## src/rtl/lpfr_pkg.sv

```systemverilog
// Shared types and constants for the length-prefixed frame receiver.
package lpfr_pkg;

    // Configuration register indexes
    localparam int CFG_IDX_W = 1;
    localparam logic [CFG_IDX_W-1:0] REG_START_MARKER = 1'b0;
    localparam logic [CFG_IDX_W-1:0] REG_END_MARKER   = 1'b1;

    // Register reset values
    localparam logic [7:0] START_MARKER_RST = 8'd2;
    localparam logic [7:0] END_MARKER_RST   = 8'd3;

    // Input channel item
    typedef struct packed {
        logic       action;
        logic [7:0] rx_byte;
    } item_t;

    // Output channel item
    typedef struct packed {
        logic [7:0] payload_byte;
        logic [4:0] byte_position;
        logic [5:0] frame_length;
        logic       last;
    } result_t;

    // Controller to datapath commands
    typedef struct packed {
        logic clear_fill;
        logic load_len;
        logic write_byte;
        logic clear_rd;
        logic read_byte;
        logic next_rd;
    } dp_cmd_t;

    // Datapath to controller status
    typedef struct packed {
        logic start_hit;
        logic len_ok;
        logic fill_done;
        logic end_hit;
        logic emit_last;
    } dp_status_t;

endpackage

```

## src/rtl/lpfr_dp.sv

```systemverilog
// Datapath: marker registers, length and fill counters, payload buffer, result fields.
module lpfr_dp #(
    parameter int MAX_PAYLOAD = 32
) (
    input  logic                            clk,
    input  logic                            rst_n,
    input  logic                            cfg_we,
    input  logic [lpfr_pkg::CFG_IDX_W-1:0]  cfg_index,
    input  logic [7:0]                      cfg_data,
    input  logic [7:0]                      rx_byte,
    input  lpfr_pkg::dp_cmd_t               cmd,
    output lpfr_pkg::dp_status_t            status,
    output lpfr_pkg::result_t               result_data
);

    localparam int LEN_W = $clog2(MAX_PAYLOAD + 1);
    localparam int IDX_W = (MAX_PAYLOAD > 1) ? $clog2(MAX_PAYLOAD) : 1;

    logic [7:0]       start_marker_reg;
    logic [7:0]       end_marker_reg;
    logic [LEN_W-1:0] expected_len_reg;
    logic [LEN_W-1:0] fill_reg;
    logic [LEN_W-1:0] fill_next;
    logic [IDX_W-1:0] rd_idx_reg;
    logic [7:0]       rd_data_reg;
    logic [7:0]       payload_mem [0:MAX_PAYLOAD-1];
    logic [6:0]       pos_wide;
    logic [6:0]       len_wide;

    // Configuration registers
    always_ff @(posedge clk or negedge rst_n)
    begin
        if (!rst_n)
        begin
            start_marker_reg <= lpfr_pkg::START_MARKER_RST;
            end_marker_reg   <= lpfr_pkg::END_MARKER_RST;
        end
        else if (cfg_we)
        begin
            unique case (cfg_index)
                lpfr_pkg::REG_START_MARKER: start_marker_reg <= cfg_data;
                lpfr_pkg::REG_END_MARKER:   end_marker_reg   <= cfg_data;
                default: ;
            endcase
        end
    end

    assign fill_next = fill_reg + LEN_W'(1);

    // Frame length and fill / read counters
    always_ff @(posedge clk or negedge rst_n)
    begin
        if (!rst_n)
        begin
            expected_len_reg <= '0;
            fill_reg         <= '0;
            rd_idx_reg       <= '0;
        end
        else
        begin
            if (cmd.load_len)
                expected_len_reg <= rx_byte[LEN_W-1:0];
            if (cmd.clear_fill)
                fill_reg <= '0;
            else if (cmd.write_byte)
                fill_reg <= fill_next;
            if (cmd.clear_rd)
                rd_idx_reg <= '0;
            else if (cmd.next_rd)
                rd_idx_reg <= rd_idx_reg + IDX_W'(1);
        end
    end

    // Payload buffer, one write and one registered read port
    always_ff @(posedge clk)
    begin
        if (cmd.write_byte)
            payload_mem[fill_reg[IDX_W-1:0]] <= rx_byte;
        if (cmd.read_byte)
            rd_data_reg <= payload_mem[rd_idx_reg];
    end

    // Status back to the controller
    assign status.start_hit = (rx_byte == start_marker_reg);
    assign status.end_hit   = (rx_byte == end_marker_reg);
    assign status.len_ok    = (rx_byte != 8'd0) && ({1'b0, rx_byte} <= 9'(MAX_PAYLOAD));
    assign status.fill_done = (fill_next >= expected_len_reg);
    assign status.emit_last = ((LEN_W'(rd_idx_reg) + LEN_W'(1)) == expected_len_reg);

    // Result fields, trimmed to the port widths
    assign pos_wide = 7'(rd_idx_reg);
    assign len_wide = 7'(expected_len_reg);

    assign result_data.payload_byte  = rd_data_reg;
    assign result_data.byte_position = pos_wide[4:0];
    assign result_data.frame_length  = len_wide[5:0];
    assign result_data.last          = status.emit_last;

endmodule

```

## src/rtl/lpfr_ctrl.sv

```systemverilog
// Controller: frame parsing state machine and result burst sequencing.
module lpfr_ctrl (
    input  logic                  clk,
    input  logic                  rst_n,
    input  logic                  item_valid,
    input  logic                  action,
    input  logic                  result_stall,
    input  lpfr_pkg::dp_status_t  status,
    output logic                  item_stall,
    output logic                  result_valid,
    output lpfr_pkg::dp_cmd_t     cmd
);

    localparam logic [2:0] ST_HUNT  = 3'd0;
    localparam logic [2:0] ST_LEN   = 3'd1;
    localparam logic [2:0] ST_DATA  = 3'd2;
    localparam logic [2:0] ST_ENDM  = 3'd3;
    localparam logic [2:0] ST_FETCH = 3'd4;
    localparam logic [2:0] ST_SEND  = 3'd5;

    logic [2:0] state_reg;
    logic [2:0] state_next;
    logic       busy;
    logic       item_acc;

    // Input is held off while a burst is being read out
    assign busy         = (state_reg == ST_FETCH) || (state_reg == ST_SEND);
    assign item_stall   = busy;
    assign result_valid = (state_reg == ST_SEND);
    assign item_acc     = item_valid && !busy;

    // Next state and datapath commands
    always_comb
    begin
        state_next = state_reg;
        cmd        = '0;
        if (item_acc && action)
        begin
            state_next     = ST_HUNT;
            cmd.clear_fill = 1'b1;
        end
        else
        begin
            unique case (state_reg)
                ST_HUNT:
                begin
                    if (item_acc && status.start_hit)
                    begin
                        state_next     = ST_LEN;
                        cmd.clear_fill = 1'b1;
                    end
                end
                ST_LEN:
                begin
                    if (item_acc)
                    begin
                        if (status.len_ok)
                        begin
                            state_next     = ST_DATA;
                            cmd.load_len   = 1'b1;
                            cmd.clear_fill = 1'b1;
                        end
                        else
                            state_next = ST_HUNT;
                    end
                end
                ST_DATA:
                begin
                    if (item_acc)
                    begin
                        cmd.write_byte = 1'b1;
                        if (status.fill_done)
                            state_next = ST_ENDM;
                    end
                end
                ST_ENDM:
                begin
                    if (item_acc)
                    begin
                        if (status.end_hit)
                        begin
                            state_next   = ST_FETCH;
                            cmd.clear_rd = 1'b1;
                        end
                        else
                            state_next = ST_HUNT;
                    end
                end
                ST_FETCH:
                begin
                    cmd.read_byte = 1'b1;
                    state_next    = ST_SEND;
                end
                ST_SEND:
                begin
                    if (!result_stall)
                    begin
                        if (status.emit_last)
                            state_next = ST_HUNT;
                        else
                        begin
                            cmd.next_rd = 1'b1;
                            state_next  = ST_FETCH;
                        end
                    end
                end
                default: state_next = ST_HUNT;
            endcase
        end
    end

    // State register
    always_ff @(posedge clk or negedge rst_n)
    begin
        if (!rst_n)
            state_reg <= ST_HUNT;
        else
            state_reg <= state_next;
    end

endmodule

```

## src/rtl/length_prefixed_frame_receiver.sv

```systemverilog
// Top level of the length-prefixed frame receiver.
// Usage:
//   The item channel (item_valid / item_stall / item_data) carries one received
//   byte per request, or a reset action that returns the receiver to hunting.
//   A frame is start marker, length (1..MAX_PAYLOAD), payload, end marker.
//   Frames with a bad length or a wrong closing byte are dropped silently.
//   When the end marker arrives, the stored payload leaves on the result
//   channel (result_valid / result_stall / result_data), one request per
//   byte, with last set on the final one.
// Sequencing:
//   The parser takes input bytes whenever no burst is being read out. After
//   the end marker is accepted, the controller first reads the buffer in
//   ST_FETCH and result_valid rises in ST_SEND; each result takes one buffer
//   read and one output state, and item_stall stays high for the whole burst,
//   including any time result_stall is held. The controller fetches each buffer
//   byte in the state just before the output state that sends it.
// Reset:
//   rst_n returns the receiver to hunting and the markers to 2 and 3.
//   A stalled result holds its value until it is taken.
module length_prefixed_frame_receiver #(
    parameter int MAX_PAYLOAD = 32
) (
    input  logic                            clk,
    input  logic                            rst_n,
    input  logic                            item_valid,
    output logic                            item_stall,
    input  lpfr_pkg::item_t                 item_data,
    output logic                            result_valid,
    input  logic                            result_stall,
    output lpfr_pkg::result_t               result_data,
    input  logic                            cfg_we,
    input  logic [lpfr_pkg::CFG_IDX_W-1:0]  cfg_index,
    input  logic [7:0]                      cfg_data
);

    lpfr_pkg::dp_cmd_t    cmd;
    lpfr_pkg::dp_status_t status;

    // Frame controller
    lpfr_ctrl u_ctrl (
        .clk          (clk),
        .rst_n        (rst_n),
        .item_valid   (item_valid),
        .action       (item_data.action),
        .result_stall (result_stall),
        .status       (status),
        .item_stall   (item_stall),
        .result_valid (result_valid),
        .cmd          (cmd)
    );

    // Buffer and counters
    lpfr_dp #(
        .MAX_PAYLOAD (MAX_PAYLOAD)
    ) u_dp (
        .clk         (clk),
        .rst_n       (rst_n),
        .cfg_we      (cfg_we),
        .cfg_index   (cfg_index),
        .cfg_data    (cfg_data),
        .rx_byte     (item_data.rx_byte),
        .cmd         (cmd),
        .status      (status),
        .result_data (result_data)
    );

endmodule

```

## config.mk

```make
export PLATFORM = sky130hd
export DESIGN_NAME = length_prefixed_frame_receiver
export DESIGN_NICKNAME = d
export VERILOG_FILES = /design/src/rtl/lpfr_pkg.sv /design/src/rtl/lpfr_dp.sv /design/src/rtl/lpfr_ctrl.sv /design/src/rtl/length_prefixed_frame_receiver.sv
export SDC_FILE = /design/constraint.sdc
export NUM_CORES = 1
export LEC_CHECK = 0
export ABC_AREA = 1
export BUFFER_PORTS_ARGS = -buffer_cell sky130_fd_sc_hd__clkbuf_2
export CAP_MARGIN = 10
export CELL_PAD_IN_SITES_DETAIL_PLACEMENT = 2
export CELL_PAD_IN_SITES_GLOBAL_PLACEMENT = 2
export CORE_ASPECT_RATIO = 0.9
export CORE_MARGIN = 1
export CORE_UTILIZATION = 46
export CTS_BUF_LIST = sky130_fd_sc_hd__clkbuf_4 sky130_fd_sc_hd__clkbuf_8 sky130_fd_sc_hd__clkbuf_16
export DETAILED_ROUTE_END_ITERATION = 12
export PLACE_DENSITY_LB_ADDON = 0.1
export SYNTH_ARGS = -nofsm -noshare
export SYNTH_HDL_FRONTEND = slang
export SYNTH_SLANG_ARGS = --single-unit
```

## constraint.sdc

```tcl
create_clock -name clk -period 5.1 [get_ports clk]
set_clock_uncertainty 0.1 [all_clocks]
set_input_delay 0.51 -clock clk [delete_from_list [all_inputs] [get_ports clk]]
set_output_delay 0.51 -clock clk [all_outputs]
set_load 0.01 [all_outputs]
```

==> run metrics <==
status=completed; Die W=178 um; met3 usage=4.69%; nets@finish=1175; initial core utilization=47.1%; Mapped Cells=1103; core area=approximately 27000 um^2; number of global-route vias before repair=9960; Final Max Tran Viols=0; largest net degree at the start of global routing=77; met1 global-route usage=39.9%; Hold Path Sink=u_dp.start_marker_reg[6]; crit start category=flop; worst skew pair latency=0.57 ns; post-synthesis sequential area ratio=between 60% and 70%; post-synth cell types=34; final WL=41500 um; min Tclk post-route=3.76 ns; clock buffer depth=3; row count=57; Ports=45; share of layout cells above drive strength 1=12.4%; Final ANT Viol Nets=0; initial antenna violation count=1; post-cts resize count=0; Mean Syn Cell Area=between 10 and 15 um^2; Data arrival, critical path=3.15 ns; hold crit path type=in -> reg; number of synthesized register bits=300; most used routing layer=met2; post-CTS setup buffer count=0; r2r setup slk=between 1.5 and 2 ns; Least-Margin Pin Slew=1.13 ns; Pwr per Cell Area=391 nW/um^2; Setup crit end kind=output pin; Pleak=5.41 nW; first-pass GRT wire length=62500 um; CTS buffer count=31; GP Congestion=~0.79; fill cell total of the finished layout=2638; CTS clk-pin slew, worst paths=0.06 ns; drc violations=0; grt total ovfl=0; Root Driver=clkbuf_16; GR Util met2=50.9%; Mapped Nets=1137; DRT iter0 DRCs=around 670; Critical Path, Cell by Cell=inv_2, nand2_1, nand2_1, nor2_1, nand3_1, nor2_1, nand3_2, inv_2, clkbuf_2; synth-to-layout area growth=12.5%; CTS tree=yes; Final Cycle Share=roughly three quarters; die area=28500 um^2; via count=8885; hold path start=cfg_data[6]; RSZ-0062 raised after global routing=no; peak supply drop=0.299 mV; hpwl dp=25900 um; required time worst endpoint=4.49 ns; max reg flops=256; Max Cap Viol=0; Slew HR=a little under a quarter; Critical R2R Launch=u_dp.rd_idx_reg[0]; hold path depth=3; Global Route Usage Sum=30.0%; pre-CTS WS=1.59 ns; die height=between 150 and 200 um; setup TNS=0 ns; max incr delay on CP=1.07 ns; Avg WL per Cell=approximately 27 um; final hold vios=0; port bufs=44; CP Max Fanout=76; PnR worst setup slack=1.34 ns; CP Class=reg -> out; Post-Syn Area=12800 um^2; Final setup viols=0; CTS Sinks=300; H-tree Lvls=1; Yosys warning count=0; Final Core Density=approximately 53%; CP max stage cell=dfrtp_4; Peak Freq=~270 MHz; n_diodes=0; DR vias/cell=5.85; R2R cell count=8; reg2reg end=u_dp.rd_data_reg[6]; drt pass-1 iters=4
[per-layer routing]
metal  routed length [um]  share of wire, %
met1                17600                42
met2                20700                50
met3                 2140               5.2
met4                 1060               2.6
met5                    0                 0
[placed cells by master, fill, tap and decap left out, drive strengths merged]
master	instances
clkinv	5
o211ai	17
a21oi	62
xor2	14
nor4	1
nand2	237
nand4	10
edfxtp	264
dfrtp	33
mux2i	32
xnor2	4
inv	69
clkbuf	94
bufinv	2
dlygate4sd3	1
nand3	44
o21bai	1
nor2	109
o21ai	99
a21boi	1
buf	12
o22ai	32
dfstp	3
o31ai	1
nor3	8
ha	11
[cell type report]
type	instances	area (um^2)	share of cell area [%]
clock buffers	50	981	6.81
clock inverters	8	93.8	0.652
inverters	68	255	1.77
multi-input cells	683	3470	24.1
flip-flops and latches	300	8840	61.4
well taps	354	443	3.08
repair buffers	57	320	2.22
[Yosys cell counts (all sizes together)]
cell / count / area (um^2)
mux2i: 32 / 320
nor4: 1 / 6.26
o22ai: 32 / 200
nand3: 44 / 240
nor3: 8 / 55.1
edfxtp: 264 / 7930
nand2: 237 / 897
o211ai: 17 / 128
xor2: 14 / 123
dfrtp: 33 / 826
o31ai: 1 / 7.51
xnor2: 4 / 35.0
a21boi: 1 / 7.51
inv: 68 / 255
o21ai: 99 / 495
o21bai: 1 / 7.51
buf: 33 / 184
ha: 11 / 138
nand4: 10 / 62.6
a21oi: 62 / 314
clkbuf: 19 / 71.3
dfstp: 3 / 78.8
nor2: 109 / 422
[stage by stage]
stage          area, um^2  std cells  hold slack [ns]  total power (W)
2_1_floorplan       12800       1103            0.114          0.00308
3_3_place_gp        13300       1461            0.385          0.00325
3_5_place_dp        13300       1461            0.396          0.00328
4_1_cts             14400       1520           0.0861          0.00566
5_1_grt             14400       1520            0.112          0.00579
6_report            14400       1520           0.0990          0.00563
[worst max-delay path: cells and delay by family (launching register included)]
kind	cells	cell delay, ns
DFF	1	1.07
buffers and inverters	3	0.73
and+or+nand+nor	6	0.74
[where the power goes]
group	switching [W]	internal [W]	total, W
clock network	0.000956	0.00141	0.00237
registers	0.0000735	0.00272	0.00280
logic	0.000324	0.000139	0.000463
total	0.00135	0.00427	0.00563
[cells by family after synthesis]
kind of cell,synth area share [%]
DFF,69.0
xor gates and xnor gates,1.23
adders and majority gates,1.08
and+or+nand+nor,13.1
muxes,2.50
AOI/OAI and AO/OA,9.06
buffers and inverters,3.99
[worst max-delay path by stage]
stage               cells after the start  slack [ns]                      end               start
global placement                        8        1.72      u_dp.rd_data_reg[1]  u_dp.rd_idx_reg[0]
global route                            9        1.13           result_data[0]  u_dp.rd_idx_reg[0]
CTS                                     9        1.30           result_data[0]  u_dp.rd_idx_reg[0]
detailed placement                      8        1.59      u_dp.rd_data_reg[6]  u_dp.rd_idx_reg[0]
finish                                  9        1.34           result_data[0]  u_dp.rd_idx_reg[0]
floorplan                               4        2.90  u_dp.payload_mem[15][0]          item_valid
[repair_timing]
item,CTS,global route
endpoints found under the setup margin,0,0
hold buffers,1,0
hold endpoints to repair,33,0
Power figures use the tool's default switching activity.
